<file path="src/sbm_pkg.sv">
// ----------------------------------------------------------------------------
// sbm_pkg
// Shared types, register codes and helpers for the serial bank mapper.
// ----------------------------------------------------------------------------
package sbm_pkg;

  // Configuration register indexes
  localparam logic CFG_PRG_BANK_COUNT = 1'b0;
  localparam logic CFG_CHR_BANK_COUNT = 1'b1;

  localparam int unsigned PRG_COUNT_W = 6;
  localparam int unsigned CHR_COUNT_W = 5;
  localparam int unsigned BANK_W      = 5;
  localparam int unsigned CFG_DATA_W  = 6;

  // Reset values of the configuration registers
  localparam logic [PRG_COUNT_W-1:0] PRG_COUNT_RST = 6'd2;
  localparam logic [CHR_COUNT_W-1:0] CHR_COUNT_RST = 5'd1;

  // Mapper register selected by address bits 14:13
  typedef enum logic [1:0] {
    REG_CONTROL   = 2'd0,
    REG_CHR_PAGE0 = 2'd1,
    REG_CHR_PAGE1 = 2'd2,
    REG_PRG_PAGE  = 2'd3
  } reg_sel_t;

  // PRG modes; codes 0 and 1 both mean 32 KB switching
  localparam logic [1:0] PRG_MODE_FIX_LOW  = 2'd2;
  localparam logic [1:0] PRG_MODE_FIX_HIGH = 2'd3;

  typedef struct packed {
    logic [1:0]        mirroring;
    logic [1:0]        prg_mode;
    logic              chr_split;
    logic [BANK_W-1:0] prg_lo;
    logic [BANK_W-1:0] prg_hi;
    logic [BANK_W-1:0] chr_lo;
    logic [BANK_W-1:0] chr_hi;
    logic [2:0]        shift_count;
    logic [4:0]        shift_value;
  } map_state_t;

  // Last 16 KB bank, count minus one wrapped to the bank field
  function automatic logic [BANK_W-1:0] last_bank(input logic [PRG_COUNT_W-1:0] cnt);
    logic [PRG_COUNT_W-1:0] diff;
    diff = cnt - PRG_COUNT_W'(1);
    return diff[BANK_W-1:0];
  endfunction

endpackage

</file>
<file path="src/sbm_in_if.sv">
// ----------------------------------------------------------------------------
// sbm_in_if
// CPU write channel: valid/ready handshake with address and data.
// ----------------------------------------------------------------------------
interface sbm_in_if;
  logic        valid;
  logic        ready;
  logic [15:0] cpu_address;
  logic [7:0]  cpu_data;

  modport source (output valid, output cpu_address, output cpu_data, input ready);
  modport sink   (input valid, input cpu_address, input cpu_data, output ready);
endinterface

</file>
<file path="src/sbm_out_if.sv">
// ----------------------------------------------------------------------------
// sbm_out_if
// Mapping result channel: valid/ready handshake with the current mapping.
// ----------------------------------------------------------------------------
interface sbm_out_if;
  logic       valid;
  logic       ready;
  logic [1:0] mirroring_mode;
  logic [1:0] prg_mode_out;
  logic       chr_split_mode;
  logic [4:0] prg_lower_bank;
  logic [4:0] prg_upper_bank;
  logic [4:0] chr_lower_bank;
  logic [4:0] chr_upper_bank;
  logic [2:0] bits_shifted;
  logic       register_committed;

  modport source (
    output valid, output mirroring_mode, output prg_mode_out, output chr_split_mode,
    output prg_lower_bank, output prg_upper_bank, output chr_lower_bank,
    output chr_upper_bank, output bits_shifted, output register_committed,
    input ready
  );
  modport sink (
    input valid, input mirroring_mode, input prg_mode_out, input chr_split_mode,
    input prg_lower_bank, input prg_upper_bank, input chr_lower_bank,
    input chr_upper_bank, input bits_shifted, input register_committed,
    output ready
  );
endinterface

</file>
<file path="src/sbm_update.sv">
// ----------------------------------------------------------------------------
// sbm_update
// Next-state logic for one CPU write: serial shift, clear and register commit.
// ----------------------------------------------------------------------------
module sbm_update (
  input  sbm_pkg::map_state_t               cur,
  input  logic [15:0]                       cpu_address,
  input  logic [7:0]                        cpu_data,
  input  logic [sbm_pkg::PRG_COUNT_W-1:0]   prg_bank_count,
  input  logic [sbm_pkg::CHR_COUNT_W-1:0]   chr_bank_count,
  output sbm_pkg::map_state_t               nxt,
  output logic                              committed
);

  logic [4:0]                       load_val;
  logic [4:0]                       chr_page;
  logic [sbm_pkg::CHR_COUNT_W:0]    chr_units;
  logic [sbm_pkg::BANK_W-1:0]       last;
  sbm_pkg::reg_sel_t                sel;

  assign load_val  = {cpu_data[0], cur.shift_value[3:0]};
  assign chr_page  = cur.chr_split ? load_val : {load_val[4:1], 1'b0};
  assign chr_units = {chr_bank_count, 1'b0};  // 4 KB banks
  assign last      = sbm_pkg::last_bank(prg_bank_count);
  assign sel       = sbm_pkg::reg_sel_t'(cpu_address[14:13]);

  always_comb begin
    nxt       = cur;
    committed = 1'b0;
    if (cpu_address[15]) begin
      if (cpu_data[7]) begin
        nxt.shift_count = 3'd0;
        nxt.shift_value = 5'd0;
        nxt.prg_mode    = sbm_pkg::PRG_MODE_FIX_HIGH;
        nxt.prg_hi      = last;
      end else if (cur.shift_count == 3'd4) begin
        nxt.shift_count = 3'd0;
        nxt.shift_value = 5'd0;
        committed       = 1'b1;
        case (sel)
          sbm_pkg::REG_CONTROL: begin
            nxt.mirroring = load_val[1:0];
            nxt.prg_mode  = load_val[3:2];
            nxt.chr_split = load_val[4];
          end
          sbm_pkg::REG_CHR_PAGE0: begin
            if ({1'b0, chr_page} < chr_units) begin
              nxt.chr_lo = chr_page;
              if (!cur.chr_split) begin
                nxt.chr_hi = chr_page | 5'd1;
              end
            end
          end
          sbm_pkg::REG_CHR_PAGE1: begin
            if (cur.chr_split && ({1'b0, load_val} < chr_units)) begin
              nxt.chr_hi = load_val;
            end
          end
          sbm_pkg::REG_PRG_PAGE: begin
            case (cur.prg_mode)
              sbm_pkg::PRG_MODE_FIX_LOW: begin
                nxt.prg_lo = 5'd0;
                nxt.prg_hi = {1'b0, load_val[3:0]};
              end
              sbm_pkg::PRG_MODE_FIX_HIGH: begin
                nxt.prg_lo = {1'b0, load_val[3:0]};
                nxt.prg_hi = last;
              end
              default: begin
                // 32 KB switching: even/odd pair
                nxt.prg_lo = {1'b0, load_val[3:1], 1'b0};
                nxt.prg_hi = {1'b0, load_val[3:1], 1'b1};
              end
            endcase
          end
          default: begin
            nxt = cur;
          end
        endcase
      end else begin
        nxt.shift_value = cur.shift_value | (5'(cpu_data[0]) << cur.shift_count);
        nxt.shift_count = cur.shift_count + 3'd1;
      end
    end
  end

endmodule

</file>
<file path="src/serial_bank_mapper.sv">
// ----------------------------------------------------------------------------
// serial_bank_mapper
// Serial-load bank mapper: CPU writes in, one mapping snapshot out per write.
// ----------------------------------------------------------------------------
// Usage:
//   in_ch carries CPU writes (cpu_address, cpu_data). Writes at 0x8000 and up
//   drive the five-bit serial loader; lower addresses pass through unchanged.
//   Every accepted write yields exactly one result on out_ch holding the
//   mirroring, PRG mode, CHR split mode, the four window banks, the count of
//   serial bits held and a flag for a completed register load.
//   The cfg port sets the PRG and CHR bank counts; write it only while idle.
//   Latency: the result is valid the cycle after the input transfer.
//   Throughput: one write per cycle; the state update is a single pass of
//   logic on small registers, and the result register holds while out_ch
//   stalls. in_ch.ready stays high while the result register is empty or
//   being drained, so a stalled receiver holds off the input by one result.
//   Reset (rst_n low, synchronous): PRG count 2, CHR count 1, serial loader
//   empty, PRG mode 3, 4 KB CHR mode, windows PRG 0/1 and CHR 0/1, no result.
// ----------------------------------------------------------------------------
module serial_bank_mapper (
  input  logic                             clk,
  input  logic                             rst_n,
  sbm_in_if.sink                           in_ch,
  sbm_out_if.source                        out_ch,
  input  logic                             cfg_we,
  input  logic                             cfg_index,
  input  logic [sbm_pkg::CFG_DATA_W-1:0]   cfg_wdata
);

  sbm_pkg::map_state_t                   state_r;
  sbm_pkg::map_state_t                   state_nxt;
  sbm_pkg::map_state_t                   res_r;
  logic                                  committed_nxt;
  logic                                  committed_r;
  logic                                  out_valid_r;
  logic [sbm_pkg::PRG_COUNT_W-1:0]       prg_count_r;
  logic [sbm_pkg::CHR_COUNT_W-1:0]       chr_count_r;
  logic                                  in_xfer;

  assign in_ch.ready = !out_valid_r || out_ch.ready;
  assign in_xfer     = in_ch.valid && in_ch.ready;

  sbm_update u_update (
    .cur            (state_r),
    .cpu_address    (in_ch.cpu_address),
    .cpu_data       (in_ch.cpu_data),
    .prg_bank_count (prg_count_r),
    .chr_bank_count (chr_count_r),
    .nxt            (state_nxt),
    .committed      (committed_nxt)
  );

  // Mapper state and configuration
  always_ff @(posedge clk) begin
    if (!rst_n) begin
      prg_count_r           <= sbm_pkg::PRG_COUNT_RST;
      chr_count_r           <= sbm_pkg::CHR_COUNT_RST;
      state_r.mirroring     <= 2'd0;
      state_r.prg_mode      <= sbm_pkg::PRG_MODE_FIX_HIGH;
      state_r.chr_split     <= 1'b1;
      state_r.prg_lo        <= 5'd0;
      state_r.prg_hi        <= sbm_pkg::last_bank(sbm_pkg::PRG_COUNT_RST);
      state_r.chr_lo        <= 5'd0;
      state_r.chr_hi        <= 5'd1;
      state_r.shift_count   <= 3'd0;
      state_r.shift_value   <= 5'd0;
    end else if (in_xfer) begin
      state_r <= state_nxt;
    end else if (cfg_we) begin
      if (cfg_index == sbm_pkg::CFG_PRG_BANK_COUNT) begin
        prg_count_r    <= cfg_wdata;
        // a new count re-pins the upper window to the last bank
        state_r.prg_hi <= sbm_pkg::last_bank(cfg_wdata);
      end else begin
        chr_count_r <= cfg_wdata[sbm_pkg::CHR_COUNT_W-1:0];
      end
    end
  end

  // Result register
  always_ff @(posedge clk) begin
    if (!rst_n) begin
      out_valid_r <= 1'b0;
    end else if (in_xfer) begin
      out_valid_r <= 1'b1;
    end else if (out_ch.ready) begin
      out_valid_r <= 1'b0;
    end
  end

  always_ff @(posedge clk) begin
    if (in_xfer) begin
      res_r       <= state_nxt;
      committed_r <= committed_nxt;
    end
  end

  assign out_ch.valid              = out_valid_r;
  assign out_ch.mirroring_mode     = res_r.mirroring;
  assign out_ch.prg_mode_out       = res_r.prg_mode;
  assign out_ch.chr_split_mode     = res_r.chr_split;
  assign out_ch.prg_lower_bank     = res_r.prg_lo;
  assign out_ch.prg_upper_bank     = res_r.prg_hi;
  assign out_ch.chr_lower_bank     = res_r.chr_lo;
  assign out_ch.chr_upper_bank     = res_r.chr_hi;
  assign out_ch.bits_shifted       = res_r.shift_count;
  assign out_ch.register_committed = committed_r;

endmodule

</file>
<file path="src/flat_wrapper.sv">
// flat-port wrapper written by rule: the top's interface ports become plain ports
module serial_bank_mapper_flat 
  (clk, rst_n, cfg_we, cfg_index, cfg_wdata, in_ch_valid, in_ch_cpu_address, in_ch_cpu_data, in_ch_ready, out_ch_valid, out_ch_mirroring_mode, out_ch_prg_mode_out, out_ch_chr_split_mode, out_ch_prg_lower_bank, out_ch_prg_upper_bank, out_ch_chr_lower_bank, out_ch_chr_upper_bank, out_ch_bits_shifted, out_ch_register_committed, out_ch_ready);
  sbm_in_if in_ch_i ();
  sbm_out_if out_ch_i ();
  input  logic clk;
  input  logic rst_n;
  input  logic cfg_we;
  input  logic cfg_index;
  input  logic [sbm_pkg::CFG_DATA_W-1:0] cfg_wdata;
  input wire logic [$bits(in_ch_i.valid)-1:0] in_ch_valid;
  input wire logic [$bits(in_ch_i.cpu_address)-1:0] in_ch_cpu_address;
  input wire logic [$bits(in_ch_i.cpu_data)-1:0] in_ch_cpu_data;
  output wire logic [$bits(in_ch_i.ready)-1:0] in_ch_ready;
  output wire logic [$bits(out_ch_i.valid)-1:0] out_ch_valid;
  output wire logic [$bits(out_ch_i.mirroring_mode)-1:0] out_ch_mirroring_mode;
  output wire logic [$bits(out_ch_i.prg_mode_out)-1:0] out_ch_prg_mode_out;
  output wire logic [$bits(out_ch_i.chr_split_mode)-1:0] out_ch_chr_split_mode;
  output wire logic [$bits(out_ch_i.prg_lower_bank)-1:0] out_ch_prg_lower_bank;
  output wire logic [$bits(out_ch_i.prg_upper_bank)-1:0] out_ch_prg_upper_bank;
  output wire logic [$bits(out_ch_i.chr_lower_bank)-1:0] out_ch_chr_lower_bank;
  output wire logic [$bits(out_ch_i.chr_upper_bank)-1:0] out_ch_chr_upper_bank;
  output wire logic [$bits(out_ch_i.bits_shifted)-1:0] out_ch_bits_shifted;
  output wire logic [$bits(out_ch_i.register_committed)-1:0] out_ch_register_committed;
  input wire logic [$bits(out_ch_i.ready)-1:0] out_ch_ready;
  assign in_ch_i.valid = in_ch_valid;
  assign in_ch_i.cpu_address = in_ch_cpu_address;
  assign in_ch_i.cpu_data = in_ch_cpu_data;
  assign in_ch_ready = in_ch_i.ready;
  assign out_ch_valid = out_ch_i.valid;
  assign out_ch_mirroring_mode = out_ch_i.mirroring_mode;
  assign out_ch_prg_mode_out = out_ch_i.prg_mode_out;
  assign out_ch_chr_split_mode = out_ch_i.chr_split_mode;
  assign out_ch_prg_lower_bank = out_ch_i.prg_lower_bank;
  assign out_ch_prg_upper_bank = out_ch_i.prg_upper_bank;
  assign out_ch_chr_lower_bank = out_ch_i.chr_lower_bank;
  assign out_ch_chr_upper_bank = out_ch_i.chr_upper_bank;
  assign out_ch_bits_shifted = out_ch_i.bits_shifted;
  assign out_ch_register_committed = out_ch_i.register_committed;
  assign out_ch_i.ready = out_ch_ready;
  serial_bank_mapper u_core (.clk(clk), .rst_n(rst_n), .in_ch(in_ch_i), .out_ch(out_ch_i), .cfg_we(cfg_we), .cfg_index(cfg_index), .cfg_wdata(cfg_wdata));
endmodule
</file>
<file path="config.mk">
export PLATFORM = sky130hd
export DESIGN_NAME = serial_bank_mapper_flat
export DESIGN_NICKNAME = d
export VERILOG_FILES = /design/src/sbm_pkg.sv /design/src/sbm_in_if.sv /design/src/sbm_out_if.sv /design/src/sbm_update.sv /design/src/serial_bank_mapper.sv /design/src/flat_wrapper.sv
export SDC_FILE = /design/constraint.sdc
export NUM_CORES = 1
export LEC_CHECK = 0
export BUFFER_PORTS_ARGS = -buffer_cell sky130_fd_sc_hd__buf_2
export CAP_MARGIN = 10
export CELL_PAD_IN_SITES_DETAIL_PLACEMENT = 1
export CELL_PAD_IN_SITES_GLOBAL_PLACEMENT = 2
export CORE_MARGIN = 4
export CORE_UTILIZATION = 37
export CTS_CLUSTER_SIZE = 16
export DETAILED_ROUTE_END_ITERATION = 16
export PLACE_DENSITY = 0.91
export SYNTH_ARGS = -nofsm -noshare
export SYNTH_HDL_FRONTEND = slang
export SYNTH_SLANG_ARGS = --single-unit
</file>
<file path="constraint.sdc">
create_clock -name clk -period 7.3 [get_ports clk]
set_input_delay 1.095 -clock clk [delete_from_list [all_inputs] [get_ports clk]]
set_output_delay 1.095 -clock clk [all_outputs]
set_load 0.01 [all_outputs]
</file>
==> impl_metrics.csv <==
group,metric,value,unit
yosys,synth.cell_area,3460,µm²
clock_network,ctsResizeCount,0,
layout,area_delta_synth_final,14.8,%
yosys,async_flop_share,0,%
critical_path,cp_slowest_cell,"inv_1",
global_route,grt_pass1_vias,2778,
yosys,ys_seq_area_share,50.1,%
timing,rsz0062_at_grt,"false",
global_route,met3_usage,4.14,%
drt,wl_per_cell,17.0,µm
layout,multi_input_area,1580,µm²
critical_path,cp_max_fo,23,
critical_path,r2r-end,"u_core.out_ch.chr_lower_bank[1]",
drt,vias,2636,
global_route,grt_first_pass_wirelength,14.0,mm
status,status,"finished, final reports clean",
timing,finClkSkew,0.00975,ns
worst_hold_path,worst_hold_path.endpoint,"u_core.state_r[17]",
clock_network,postCtsSetupRepairBufs,0,
critical_path,worst_setup_path_start_kind,"primary input",
drt,firstDrtPassIters,4,
timing,setup_violations,0,
worst_hold_path,hold_depth,2,
yosys,synth_simple_gate_area_share,18.6,%
clock_network,clock_sinks,72,
timing,worst_slack,4.35,ns
placement,hpwlAfterDp,5.86,mm
critical_path,max_stage_delay,0.68,ns
floorplan,core_area,9150,µm²
yosys,syn-mean-instance-area,10.1,µm²
power,p_leak,1.52,nW
clock_network,cts_tree,"yes",
clock_network,clockRootBuffer,"clkbuf_8",
layout,seqCellArea,1730,µm²
timing,finalCritPeriodShare,40.4,%
critical_path,worstPathRequired,7.50,ns
floorplan,num_rows,35,
critical_path,critPathArrivalTime,3.15,ns
drt,viasPerCell,5.27,
global_route,met1_usage,19.5,%
global_route,grt.busiest_layer,"met2",
timing,hold_violations,0,
critical_path,r2r_setup_slack,4.86,ns
yosys,synth_fp_nets,390,
timing,slew_viol_final,0,
clock_network,clk_pin_slew_worst_paths,0.08,ns
job,drv_cap,0,
global_route,track_usage,16.0,%
floorplan,dieArea,11000,µm²
timing,max_slew_margin,47.6,%
yosys,synth_top_family_by_area,"simple AND/OR/NAND/NOR gates",
timing,worst_pin_slew,0.784,ns
yosys,synth_seq_cells,72,
critical_path,crit_type,"primary input to flip-flop",
power,power_density,219,nW/µm²
floorplan,io_pins,67,
layout,n_fill_cell,1057,
yosys,yosys_warnings,0,
placement,place_ws,3.99,ns
critical_path,cp-end-kind,"flip-flop",
drt,drtIter0Drc,116,
yosys,synthAdderAreaFrac,3.98,%
drt,ant_nets,0,
critical_path,r2r_start,"u_core.state_r[2]",
global_route,grt_overflow,0,
clock_network,max-clock-path-buffers,2,
yosys,synth_edf_count,29,
timing,finalSetupTns,0,ns
critical_path,worstRegToRegCells,5,
placement,io_buffers,46,
drt,post-route-drc-count,0,
critical_path,crit_path_cell_trace,"buf_2, nand2b_1, nand2_1, inv_1, buf_4, nand2_1, a2bb2oi_1",
clock_network,insertion_delay,0.35,ns
global_route,grt_max_degree,45,
worst_hold_path,holdCritPathClass,"flip-flop to flip-flop",
power,vdd_drop_max,0.0977,mV
layout,fin_util,43.4,%
yosys,synth_compound_area_share,13.9,%
global_route,antenna_found_initial,0,
floorplan,die_y,105,µm
yosys,synth_xor_area_share,1.77,%
drt,drt_wl_total,8.52,mm
placement,place_congestion,0.805,
clock_network,htreeDepth,3,
timing,finalCriticalPeriod,2.95,ns
yosys,yosys.cell_types.count,47,
layout,drive_gt1_share,20.8,%
layout,diodes,0,
clock_network,cts_buffers,9,
yosys,postSynthCellCount,343,
global_route,use_met2,26.6,%
floorplan,die_x,105,µm
yosys,synth_mux_area_share,7.56,%
worst_hold_path,min-delay-start,"u_core.state_r[17]",
clock_network,hold_buffers,0,
timing,max_freq,339,MHz
yosys,synth_ff_type,"dfxtp_1",
layout,layout.nets,431,
layout,final_cell_mix,"nand2_1, buf_2, dfxtp_1",
floorplan,start_util,37.8,%
critical_path,cpMostUsedCell,"nand2_1",
stage by stage:
step	power (mW)	hold slack, ns	cells	cell area (µm²)
finish	0.869	0.461	500	3970
global route	0.904	0.490	500	3970
CTS	0.877	0.468	500	3970
detailed placement	0.534	0.456	484	3760
global placement	0.530	0.441	484	3760
floorplan	0.503	0.432	343	3460
flip-flops by register name, summed over array words and instances (netlist names):
| register | count |
|---|---|
| u_core.state_r | 32 |
| u_core.chr_count_r | 5 |
| u_core.out_ch.chr_lower_bank | 5 |
| u_core.out_ch.chr_upper_bank | 5 |
| u_core.out_ch.prg_lower_bank | 5 |
| u_core.out_ch.prg_upper_bank | 5 |
| u_core.prg_count_r | 5 |
| u_core.out_ch.bits_shifted | 3 |
| u_core.out_ch.mirroring_mode | 2 |
| u_core.out_ch.prg_mode_out | 2 |
| u_core.out_ch.chr_split_mode | 1 |
| u_core.out_ch.register_committed | 1 |
| u_core.out_ch.valid | 1 |
how the worst max path moves through the flow:
stage                    endpoint  slack, ns         start  depth (start not counted)
2_1_floorplan   u_core.state_r[8]       4.05  out_ch_ready                          8
3_3_place_gp   u_core.state_r[18]       4.09  out_ch_ready                          7
3_5_place_dp   u_core.state_r[18]       3.99  out_ch_ready                          7
4_1_cts        u_core.state_r[18]       4.36  out_ch_ready                          7
5_1_grt        u_core.state_r[18]       4.16  out_ch_ready                          7
6_report       u_core.state_r[18]       4.35  out_ch_ready                          7
cell type report:
type | instances | area share (%)
inverter | 18 | 1.70
timing repair buffer | 47 | 5.99
clock inverter | 5 | 2.05
clock buffer | 11 | 3.31
sequential | 72 | 43.6
tap | 111 | 3.50
multi-input combinational | 236 | 39.9
synth_stat cells (all sizes together) (2+ instances only):
master / n / share of area (%)
o21ai: 22 / 3.2
mux2: 9 / 2.9
nand4: 5 / 0.90
xnor2: 7 / 1.8
nor3b: 2 / 0.43
clkbuf: 12 / 1.3
buf: 5 / 0.90
dfxtp: 43 / 25
nor2: 17 / 1.8
o211ai: 4 / 0.87
nand3: 9 / 1.3
a22o: 4 / 1.0
nor4: 3 / 1.2
nand2b: 6 / 1.3
o21a: 2 / 0.43
a21oi: 12 / 1.7
o31a: 2 / 0.51
a32o: 4 / 1.2
inv: 18 / 2.0
o32a: 2 / 0.58
o31ai: 2 / 0.43
a211oi: 2 / 0.43
nand2: 46 / 5.0
mux2i: 16 / 4.6
ha: 11 / 4.0
nor3: 8 / 1.3
or2: 3 / 0.54
and3: 4 / 0.72
edfxtp: 29 / 25
and2: 7 / 1.3
a31o: 2 / 0.51
nor2b: 11 / 2.0
a21boi: 7 / 1.5
metal layers:
layer / vias to the layer above / wire, µm
met5: - / 0
met4: 0 / 193
met3: 17 / 380
met2: 52 / 4140
met1: 1272 / 3810
li1: 1295 / -
power by group:
part / total (mW) / switching (mW) / internal [mW]
Combinational: 0.0855 / 0.0539 / 0.0316
Clock: 0.345 / 0.152 / 0.193
Sequential: 0.439 / 0.00684 / 0.432
cell families (layout without fill, tap and decap cells):
kind of cell | Yosys count | count (layout)
xor+xnor | 7 | 7
mux | 25 | 25
compound gates | 69 | 69
buf+inv | 35 | 81
fa+ha+maj | 11 | 11
flops | 72 | 72
simple gates | 124 | 124
worst max-delay path: cells and delay by family:
kind	cells	cell delay, ns
AND/OR/NAND/NOR	3	0.69
AO/OA/AOI/OAI	1	0.17
buffers and inverters	3	1.19
Power figures use the tool's default switching activity.
